**src/hw/rtl/tkb_pkg.sv**
```systemverilog
// Shared types, sizes and register codes for the streaming top-K selector.
// Used by tkb_cell, tkb_emit and streaming_top_k_with_bias.
package tkb_pkg;

	localparam int MAX_KEPT  = 16;
	localparam int ROW_MAX   = 131072;
	localparam int SCORE_W   = 32;
	localparam int POS_W     = $clog2(ROW_MAX);
	localparam int TOKEN_W   = 18;
	localparam int NB_W      = 4;
	localparam int KCNT_W    = $clog2(MAX_KEPT + 1);
	localparam int CFG_IDX_W = 1;
	localparam int CFG_W     = 18;

	localparam logic [CFG_IDX_W-1:0] CFG_NUM_BEAMS    = 1'd0;
	localparam logic [CFG_IDX_W-1:0] CFG_TOKEN_OFFSET = 1'd1;

	localparam logic [POS_W-1:0] POS_LAST = POS_W'(ROW_MAX - 1);

	typedef enum logic {
		ST_FILL,
		ST_DRAIN
	} state_t;

	// One kept (score, position) pair with its valid flag.
	typedef struct packed {
		logic                      valid;
		logic signed [SCORE_W-1:0] score;
		logic [POS_W-1:0]          pos;
	} kept_t;

	// Control broadcast to every cell of the chain.
	typedef struct packed {
		logic ins;    // a row element is being inserted
		logic shift;  // the chain moves one place towards cell 0
	} cell_ctl_t;

endpackage

```
**src/hw/rtl/tkb_cell.sv**
```systemverilog
// One cell of the sorted candidate chain: holds a single kept pair.
// Depends on tkb_pkg for kept_t and cell_ctl_t.
module tkb_cell import tkb_pkg::*; (
	input  logic                      clk,
	input  logic                      arst_n,
	input  cell_ctl_t                 ctl,
	input  logic                      keep_en,
	input  logic signed [SCORE_W-1:0] new_score,
	input  logic [POS_W-1:0]          new_pos,
	input  kept_t                     prev_entry,
	input  logic                      prev_take,
	input  kept_t                     next_entry,
	output kept_t                     entry,
	output logic                      take
);

	kept_t ent_q;
	kept_t ent_d;
	logic  above;

	// The new element ranks above this entry: higher score, or equal score and
	// higher position.
	assign above = (new_score > ent_q.score) ||
		((new_score == ent_q.score) && (new_pos > ent_q.pos));
	assign take  = !ent_q.valid || above;

	always_comb begin
		ent_d = ent_q;
		if (ctl.ins) begin
			if (prev_take) begin
				ent_d.score = prev_entry.score;
				ent_d.pos   = prev_entry.pos;
			end else if (take) begin
				ent_d.score = new_score;
				ent_d.pos   = new_pos;
			end
			ent_d.valid = (ent_q.valid || prev_entry.valid) && keep_en;
		end else if (ctl.shift) begin
			ent_d = next_entry;
		end
	end

	always_ff @(posedge clk or negedge arst_n) begin
		if (!arst_n) begin
			ent_q <= '0;
		end else begin
			ent_q <= ent_d;
		end
	end

	assign entry = ent_q;

endmodule

```
**src/hw/rtl/tkb_emit.sv**
```systemverilog
// Result stage: adds the beam score with saturation and the token offset.
// Depends on tkb_pkg for kept_t and the field widths.
module tkb_emit import tkb_pkg::*; (
	input  logic                      clk,
	input  logic                      arst_n,
	input  logic                      fire,
	input  kept_t                     head,
	input  logic                      head_is_last,
	input  logic signed [SCORE_W-1:0] bias,
	input  logic [TOKEN_W-1:0]        offset,
	output logic                      result_valid,
	output logic signed [SCORE_W-1:0] score,
	output logic [TOKEN_W-1:0]        token_id,
	output logic                      last_result
);

	logic signed [SCORE_W:0]   sum;
	logic signed [SCORE_W-1:0] sat;

	assign sum = {head.score[SCORE_W-1], head.score} + {bias[SCORE_W-1], bias};

	// The top two bits of the widened sum differ exactly when it overflowed.
	always_comb begin
		if (sum[SCORE_W] != sum[SCORE_W-1]) begin
			sat = sum[SCORE_W] ? {1'b1, {(SCORE_W-1){1'b0}}} : {1'b0, {(SCORE_W-1){1'b1}}};
		end else begin
			sat = sum[SCORE_W-1:0];
		end
	end

	always_ff @(posedge clk or negedge arst_n) begin
		if (!arst_n) begin
			result_valid <= 1'b0;
		end else begin
			result_valid <= fire;
		end
	end

	always_ff @(posedge clk) begin
		if (fire) begin
			score       <= sat;
			token_id    <= TOKEN_W'(head.pos) + offset;
			last_result <= head_is_last;
		end
	end

endmodule

```
**src/hw/rtl/streaming_top_k_with_bias.sv**
```systemverilog
// Top level of the streaming top-K selector with beam-score bias.
// Depends on tkb_pkg, tkb_cell and tkb_emit.
//
//   Channel   Handshake            Beat contents
//   -------   ------------------   ----------------------------------------
//   input     start, busy          log_prob, beam_score, last_in_row
//   result    result_valid         score, token_id, last_result
//   config    cfg_we               cfg_index, cfg_data
//
// A row element is taken while start is high and busy is low, so a row streams at
// one beat per clock while busy stays low. The element marked last_in_row is
// inserted like the others; busy then rises, also when nothing was kept, and stays
// high while the kept winners leave the head of the cell chain one at a time. Each
// result beat appears in the cycle after its winner sits at the head. Results cannot be
// stalled: each is shown for exactly one cycle. Reset empties the chain and
// restores the beam count to 2 and token_offset to 0.
module streaming_top_k_with_bias import tkb_pkg::*; (
	input  logic                      clk,
	input  logic                      arst_n,
	input  logic                      start,
	output logic                      busy,
	input  logic signed [SCORE_W-1:0] log_prob,
	input  logic signed [SCORE_W-1:0] beam_score,
	input  logic                      last_in_row,
	input  logic                      cfg_we,
	input  logic [CFG_IDX_W-1:0]      cfg_index,
	input  logic [CFG_W-1:0]          cfg_data,
	output logic                      result_valid,
	output logic signed [SCORE_W-1:0] score,
	output logic [TOKEN_W-1:0]        token_id,
	output logic                      last_result
);

	// Configuration registers.
	logic [NB_W-1:0]    beam_cnt_q;
	logic [TOKEN_W-1:0] token_offset_q;

	always_ff @(posedge clk or negedge arst_n) begin
		if (!arst_n) begin
			beam_cnt_q     <= NB_W'(2);
			token_offset_q <= '0;
		end else if (cfg_we) begin
			case (cfg_index)
				CFG_NUM_BEAMS:    beam_cnt_q     <= cfg_data[NB_W-1:0];
				CFG_TOKEN_OFFSET: token_offset_q <= cfg_data[TOKEN_W-1:0];
				default:          ;
			endcase
		end
	end

	// The number of kept candidates is twice the beam count, capped at the
	// length of the chain.
	logic [KCNT_W:0]   k_raw;
	logic [KCNT_W-1:0] k_lim;

	assign k_raw = (KCNT_W + 1)'({beam_cnt_q, 1'b0});
	assign k_lim = (k_raw > (KCNT_W + 1)'(MAX_KEPT)) ? KCNT_W'(MAX_KEPT) : k_raw[KCNT_W-1:0];

	// Control state machine.
	state_t    state_q;
	state_t    state_d;
	logic      accept;
	logic      fire;
	cell_ctl_t ctl;
	kept_t     ent   [MAX_KEPT];
	logic      take  [MAX_KEPT];
	logic [MAX_KEPT-1:0] vld;

	always_comb begin
		state_d = state_q;
		case (state_q)
			ST_FILL: begin
				if (start && last_in_row) begin
					state_d = ST_DRAIN;
				end
			end
			ST_DRAIN: begin
				// Leave once the entry now at the head is the final one, or
				// when nothing was kept at all.
				if (!vld[0] || !vld[1]) begin
					state_d = ST_FILL;
				end
			end
			default: state_d = ST_FILL;
		endcase
	end

	always_comb begin
		busy      = (state_q == ST_DRAIN);
		accept    = start && (state_q == ST_FILL);
		ctl.ins   = accept;
		ctl.shift = (state_q == ST_DRAIN);
		fire      = (state_q == ST_DRAIN) && vld[0];
	end

	always_ff @(posedge clk or negedge arst_n) begin
		if (!arst_n) begin
			state_q <= ST_FILL;
		end else begin
			state_q <= state_d;
		end
	end

	// Position of the next element in the row, saturating at the last index.
	logic [POS_W-1:0] pos_q;

	always_ff @(posedge clk or negedge arst_n) begin
		if (!arst_n) begin
			pos_q <= '0;
		end else if (accept) begin
			if (last_in_row) begin
				pos_q <= '0;
			end else if (pos_q != POS_LAST) begin
				pos_q <= pos_q + POS_W'(1);
			end
		end
	end

	// The beam score is captured with the final element and applied to every
	// winner of the row.
	logic signed [SCORE_W-1:0] bias_q;

	always_ff @(posedge clk) begin
		if (accept && last_in_row) begin
			bias_q <= beam_score;
		end
	end

	// The chain of cells, kept sorted best-first. On an insert every cell after
	// the insertion point takes its upper neighbour's pair, and the first cell
	// that is empty or whose entry the element beats takes the element itself.
	// While draining, pairs move one cell towards the head each cycle.
	kept_t head_src;
	kept_t tail_src;

	assign head_src = '{valid: 1'b1, score: log_prob, pos: pos_q};
	assign tail_src = '{valid: 1'b0, score: '0, pos: '0};

	for (genvar i = 0; i < MAX_KEPT; i++) begin : g_cell
		tkb_cell u_cell (
			.clk        (clk),
			.arst_n     (arst_n),
			.ctl        (ctl),
			.keep_en    (KCNT_W'(i) < k_lim),
			.new_score  (log_prob),
			.new_pos    (pos_q),
			.prev_entry ((i == 0) ? head_src : ent[(i == 0) ? 0 : i - 1]),
			.prev_take  ((i == 0) ? 1'b0 : take[(i == 0) ? 0 : i - 1]),
			.next_entry ((i == MAX_KEPT - 1) ? tail_src : ent[(i == MAX_KEPT - 1) ? i : i + 1]),
			.entry      (ent[i]),
			.take       (take[i])
		);
		assign vld[i] = ent[i].valid;
	end

	tkb_emit u_emit (
		.clk          (clk),
		.arst_n       (arst_n),
		.fire         (fire),
		.head         (ent[0]),
		.head_is_last (!vld[1]),
		.bias         (bias_q),
		.offset       (token_offset_q),
		.result_valid (result_valid),
		.score        (score),
		.token_id     (token_id),
		.last_result  (last_result)
	);

`ifndef SYNTHESIS
	// Valid entries always form a prefix of the chain.
	a_prefix: assert property (@(posedge clk) disable iff (!arst_n)
		$onehot({1'b0, vld} + (MAX_KEPT + 1)'(1)))
		else $error("kept entries do not form a prefix");

	// A result beat only follows a cycle of draining.
	a_res_src: assert property (@(posedge clk) disable iff (!arst_n)
		result_valid |-> $past(busy))
		else $error("result beat outside a drain");

	// Once draining ends the chain is empty.
	a_empty: assert property (@(posedge clk) disable iff (!arst_n)
		$fell(busy) |-> (vld == '0))
		else $error("chain not empty after drain");

	// The final winner of a row is not followed at once by another beat.
	a_last: assert property (@(posedge clk) disable iff (!arst_n)
		(result_valid && last_result) |=> !result_valid)
		else $error("result beat after the final winner");
`endif

endmodule

```
**config.mk**
```make
export PLATFORM = sky130hd
export DESIGN_NAME = streaming_top_k_with_bias
export DESIGN_NICKNAME = d
export VERILOG_FILES = /design/src/hw/rtl/tkb_pkg.sv /design/src/hw/rtl/tkb_cell.sv /design/src/hw/rtl/tkb_emit.sv /design/src/hw/rtl/streaming_top_k_with_bias.sv
export SDC_FILE = /design/constraint.sdc
export NUM_CORES = 2
export LEC_CHECK = 0
export CAP_MARGIN = 40
export CORE_UTILIZATION = 30
export DETAILED_ROUTE_END_ITERATION = 10
export DONT_BUFFER_PORTS = 1
export PLACE_DENSITY_LB_ADDON = 0.2
export SLEW_MARGIN = 10
export SYNTH_ARGS = -nofsm -noshare
export SYNTH_HDL_FRONTEND = slang
export SYNTH_SLANG_ARGS = --single-unit
```
**constraint.sdc**
```tcl
create_clock -name clk -period 7 [get_ports clk]
set_input_delay 0.35 -clock clk [delete_from_list [all_inputs] [get_ports clk]]
set_output_delay 0.35 -clock clk [all_outputs]
set_load 0.1 [all_outputs]
```
# After elaboration in Yosys (flattened, before gate mapping)
# Cells that the tools add are included.
# word_totals
romBits	0
mem_count	0
latchBits	0
ramBits	0
input_bits	88
ff_bits	924
output_inout_bits	53
# classes
eq_ne	34
n_addsub	3
bitwise	2
n_mul	0
n_reduce_logical	120
n_mux	71
div	0
shifts	0
magnitude_cmp	49
# op_table
operator	n
$mux W50	32
$mux W49	31
$eq A32 B32 Y1	16
$gt A32 B32 Y1	16
$gt A17 B17 Y1	16
$mux W32	2
$logic_or A1 B1 Y1	48
$ne A3 B1 Y1 const B	15
$lt A4 B5 Y1 const A	8
$reduce_and A2 Y1	19
$logic_and A1 B1 Y1	35
$mux W17	2
$add A32 B32 Y33	1
$lt A3 B5 Y1 const A	4
$add A17 B18 Y18	1
$add A17 B1 Y17 const B	1
$ne A17 B17 Y1 const B	1
$logic_not A1 Y1	16
$lt A1 B5 Y1 const A	2
$lt A2 B5 Y1 const A	2
$gt A5 B5 Y1 const B	1
$mux W5	1
$reduce_bool A2 Y1	2
$mux W1	2
4 further kinds	5

# Depth between registers and ports, before layout
# logic_depth
depth_word	7
ltp_mapped	17
ltp_nobuf	13

# By module
# Synthesis repeated with hierarchy kept, for this count alone.
# unflattened
cells_unflattened	8065
area_unflattened_um2	76809.9
# by_module_without_submodules
module	seq_area_each_um2	area_per_inst_um2	cells_each	instances
tkb_cell	1251.2	4361.7	467	16
tkb_emit	1556.5	4226.6	403	1
streaming_top_k_with_bias	1963.1	2796.4	190	1

# Worst setup path after synthesis
# No wires, ideal clock.
# synth_timing
kind	register to register
from	reg state_q (netlist: busy)
to	reg u_emit.last_result (enable)
arrival_time_ns	3.500
setup_ns	0.415
path_stages_with_launch	6
period_less_slack_ns	3.916
t_required_ns	6.585
setup_slack_ns	3.084
path_cell_list	dfrtp_1 clkbuf_1 clkbuf_1 clkbuf_1 clkbuf_1 and2_1
# synth_via
elab_chain_cells	1
# synth_lines
element	line_no	text
start: declaration	streaming_top_k_with_bias.sv:60	state_t state_q;
start signal: assignment	streaming_top_k_with_bias.sv:100	state_q <= state_d;
$logic_and A1 B1 Y1	streaming_top_k_with_bias.sv:93	fire = (state_q == ST_DRAIN) && vld[0];
named net fire	streaming_top_k_with_bias.sv:63	logic fire;
end signal: assignment	tkb_emit.sv:43	last_result <= head_is_last;
end: declaration	tkb_emit.sv:14	output logic last_result
# The timed path passes the listed nets, and every way through them passes these cells.
# A chain may end at the register's enable or synchronous reset.

# Worst setup path after layout
# layout_timing
from	reg pos_q[1]
to	reg g_cell[1].u_cell.ent_q (netlist bit g_cell[1].u_cell.entry[42])
# layout_via
elab_chain_cells	6
elab_cells_between_ends	12
cone_classes	2 x order compare; 1 x eq/ne; 2 x mux; 7 x reduce/logical
# layout_lines
element	line_no	text
start: declaration	streaming_top_k_with_bias.sv:105	logic [POS_W-1:0] pos_q;
start signal: assignment	streaming_top_k_with_bias.sv:114	pos_q <= pos_q + POS_W'(1);
$gt A17 B17 Y1	tkb_cell.sv:24	((new_score == ent_q.score) && (new_pos > ent_q.pos));
$logic_and A1 B1 Y1	tkb_cell.sv:24	
$logic_or A1 B1 Y1	tkb_cell.sv:23	assign above = (new_score > ent_q.score) ||
$logic_or A1 B1 Y1	tkb_cell.sv:25	assign take = !ent_q.valid || above;
$ne A3 B1 Y1 (no source line) or $mux W49 (tied branches)	-	
$reduce_and A2 Y1 (no source line) or $mux W50 (tied branches)	-	
end signal: assignment	tkb_cell.sv:47	ent_q <= ent_d;
end: declaration	tkb_cell.sv:17	kept_t ent_q;
# Parallel ways exist; a longest one is shown, timed or not.

==> metrics.csv <==
stage;metric;value;unit
power_and_ir_drop;power;31.5;mW
die;fp.coreArea;236000;µm²
synth;synth_mux_area_frac;0.0721;
power_and_ir_drop;p_per_area;392;nW/µm²
timing;slew_viol_final;0;
place;hpwl;190;mm
synth;async_reset_ff_frac;0.910;
synth;netlist_instances;8316;
cts;cts-hold-fix-buffers;90;
synth;synth_top_cell_area_share;0.295;
worst_setup_path;r2r_slack;2.21;ns
cts;clock_latency;0.78;ns
cells_and_area;regArea;23600;µm²
worst_setup_path;r2r-start;pos_q[1];
min_path;hold_depth;3;
synth;synth_fa_ha_area_frac;0.152;
min_path;min_path_type;primary input to flop;
synth;synth_xor_area_frac;0.00677;
cts;cts.repair.resized;0;
die;die_h;489;µm
synth;yosysSeqAreaShare;0.331;
timing;setup-tns-final;0;ns
cells_and_area;layout-drive-gt1-share;0.0819;
timing;holdWs;0.123;ns
synth;synthSimpleGateAreaFrac;0.129;
worst_setup_path;cp-start-kind;flop;
timing;max_clock_freq;209;MHz
min_path;min_from;start;
routing;drt-initial-drc-count;5905;
die;die_area;239000;µm²
cells_and_area;nNetsFinal;9059;
worst_setup_path;required;7.63;ns
worst_setup_path;worstSetupPathType;flop to flop;
cts;cts_inserted_buffers;130;
synth;synth_area_leaders;dfrtp_1, ha_1, a21oi_1;
place;gp_congestion;0.899;
worst_setup_path;cp_max_fo;86;
routing;drt_pass1_iterations;8;
outcome;status;finished, final reports clean;
synth;netlist_area;71200;µm²
worst_setup_path;cp-end-kind;flop;
die;die_x;489;µm
worst_setup_path;critPathArrivalTime;5.42;ns
die;rows;178;
cts;cts.sinks;924;
timing;post-route-period-util;0.684;
min_path;whs_endpoint;g_cell[9].u_cell.entry[2];
synth;synth-seq-cells;924;
synth;synth_edf_count;83;
timing;fin_crit;4.79;ns
die;top_level_ports;141;
timing;tightest_slew;1.13;ns
cts;cts_tree;yes;
synth;synth-main-ff-cell;dfrtp_1;
grt;grt_use_total;0.219;
timing;finalSetupViolCount;0;
synth;synth_top_family_by_area;compound AO/OA/AOI/OAI gates;
timing;rsz0062_at_grt;no;
routing;wirelength;266;mm
grt;first_global_vias;61500;
cts;htree_levels;4;
synth;synth_compound_area_frac;0.234;
synth;synth_top_area_cell;dfrtp_1;
timing;fin_worst_skew;0.0216;ns
cells_and_area;area_growth;12.8;%
grt;grt_overflow;0;
place;place_inst;11100;
place;port_buffers;0;
routing;vias;63200;
cells_and_area;fill_cells;24600;
synth;synth_cell_types;94;
cts;max-clock-path-buffers;3;
cells_and_area;final_cells;11400;
power_and_ir_drop;ir_drop;0.000277;V
grt;grt_pass1_wl;400;mm
synth;avgSynthCellArea;8.56;µm²
die;initial_core_util;0.302;
cells_and_area;final_area;80300;µm²
timing;hold_viol;0;
grt;antenna_found_initial;4;
cts;clockRootBuffer;clkbuf_16;
synth;ys_warn_count;0;
worst_setup_path;reg2reg_depth;12;
grt;grt_max_degree;200;
cts;post_cts_buffers;0;
worst_setup_path;rr_endpoint;g_cell[1].u_cell.entry[42];
routing;drtAntennaViolNets;0;
power_and_ir_drop;leakagePower;37.3;nW
routing;routedWlPerCell;23.4;µm
synth;syn_nets;9241;
routing;drc;0;
cells_and_area;multi_input_area;42500;µm²
cts;clkSlewWorstSetupHoldPaths;0.06;ns
routing;avgViaCountPerCell;5.56;
timing;slew_headroom;0.250;
flow_run;max_cap_violations;0;
place;dpl-instance-area;74900;µm²
per-stage QoR:
step | utilization | setup WS [ns]
6_report | 0.341 | 2.21
5_1_grt | 0.341 | 2.03
4_1_cts | 0.340 | 2.23
3_5_place_dp | 0.318 | 2.25
3_3_place_gp | 0.315 | 1.88
2_1_floorplan | - | 3.08
placed cells by master, fill, tap and decap left out, types with 17 or more instances in the layout:
master         count
nand2b_1          24
nand4_1          160
nand3_1          198
nor2b_1           60
or2_2             19
o211ai_1          25
mux2_2           164
nand2_1          518
buf_4            109
a311oi_1          52
nor2_1           733
nor3_1           221
clkinv_2          17
xnor2_1           46
clkbuf_16        139
a221oi_1          47
clkbuf_1          29
o31ai_1          111
ha_1             835
mux2i_1          317
buf_12            19
nor4_1            25
o22ai_1          100
a21oi_1          667
edfxtp_1          83
dlygate4sd3_1     89
a21o_1           421
inv_1            847
maj3_1            31
a22oi_1          111
o21a_1            61
o221a_2           83
o21ai_0          349
a31oi_1          237
and3_1            17
a211oi_1         139
dfrtp_1          837
Yosys cell counts, drive strengths merged, types with 25 or more instances:
cell,n
a221oi,47
mux2,174
o22ai,100
a22oi,111
nor3,222
a21oi,669
nand3,199
a21o,421
maj3,31
a211oi,142
nand4,160
nand2b,25
inv,850
a31oi,238
o211ai,25
buf,93
ha,835
nor2,735
nor4,28
dfrtp,840
edfxtp,83
mux2i,317
o31ai,114
o221a,83
nor2b,60
o21a,64
clkbuf,468
o21ai,359
a311oi,52
xnor2,47
nand2,521
report_power, final:
group,internal (mW),switching [mW]
Sequential,7.46,2.65
Combinational,5.98,8.31
Clock,4.34,2.73
critical path, stage by stage (launching register included):
cell	delay, ns
dfrtp_1	0.86
buf_4	0.36
ha_1	0.28
nor2b_1	0.13
o21a_1	0.16
o21a_1	0.15
o21ai_0	0.16
a21oi_1	0.08
o21ai_0	0.45
nand4_1	0.45
o41ai_4	0.85
buf_12	0.42
o21ai_0	0.20
worst max path at each step:
stage	start	end	slack (ns)
finish	pos_q[1]	g_cell[1].u_cell.entry[42]	2.21
global route	g_cell[9].u_cell.entry[48]	g_cell[10].u_cell.entry[40]	2.03
detailed placement	pos_q[1]	g_cell[1].u_cell.entry[42]	2.25
floorplan	busy	u_emit.last_result	3.08
CTS	pos_q[1]	g_cell[1].u_cell.entry[42]	2.23
global placement	g_cell[8].u_cell.entry[48]	g_cell[9].u_cell.entry[37]	1.88
per-layer routing:
layer  vias up  track usage  part of all wire
met4         2       0.0607             0.026
met1     31100        0.339              0.51
li1      29700            -                 -
met2      2099        0.303              0.39
met5         -            0          0.000049
met3       295       0.0383             0.071
area by class of cell:
class / count / share of cell area
antenna: 2 / 0.0000624
clock buffer: 182 / 0.0471
clock inverter: 45 / 0.00817
inverter: 855 / 0.0400
multi-input combinational: 5976 / 0.529
sequential: 924 / 0.293
tap: 3150 / 0.0491
timing repair buffer: 247 / 0.0331
registers in the layout, indices dropped and copies added (netlist names):
| register | cells |
|---|---|
| u_emit.last_result | 1 |
| bias_q | 32 |
| g_cell.u_cell.entry | 800 |
| u_emit.token_id | 18 |
| pos_q | 17 |
| u_emit.score | 32 |
| beam_cnt_q | 4 |
| token_offset_q | 18 |
| u_emit.result_valid | 1 |
| busy | 1 |
logic make-up (layout without fill, tap and decap cells):
group	Yosys count	after routing
fa+ha+maj	868	868
other cells	0	2
buf+inv	1416	1329
flops	924	924
xor+xnor	55	55
compound gates	2523	2523
simple gates	2039	2039
mux	491	491
No activity file was read; power rests on OpenSTA's default activity.
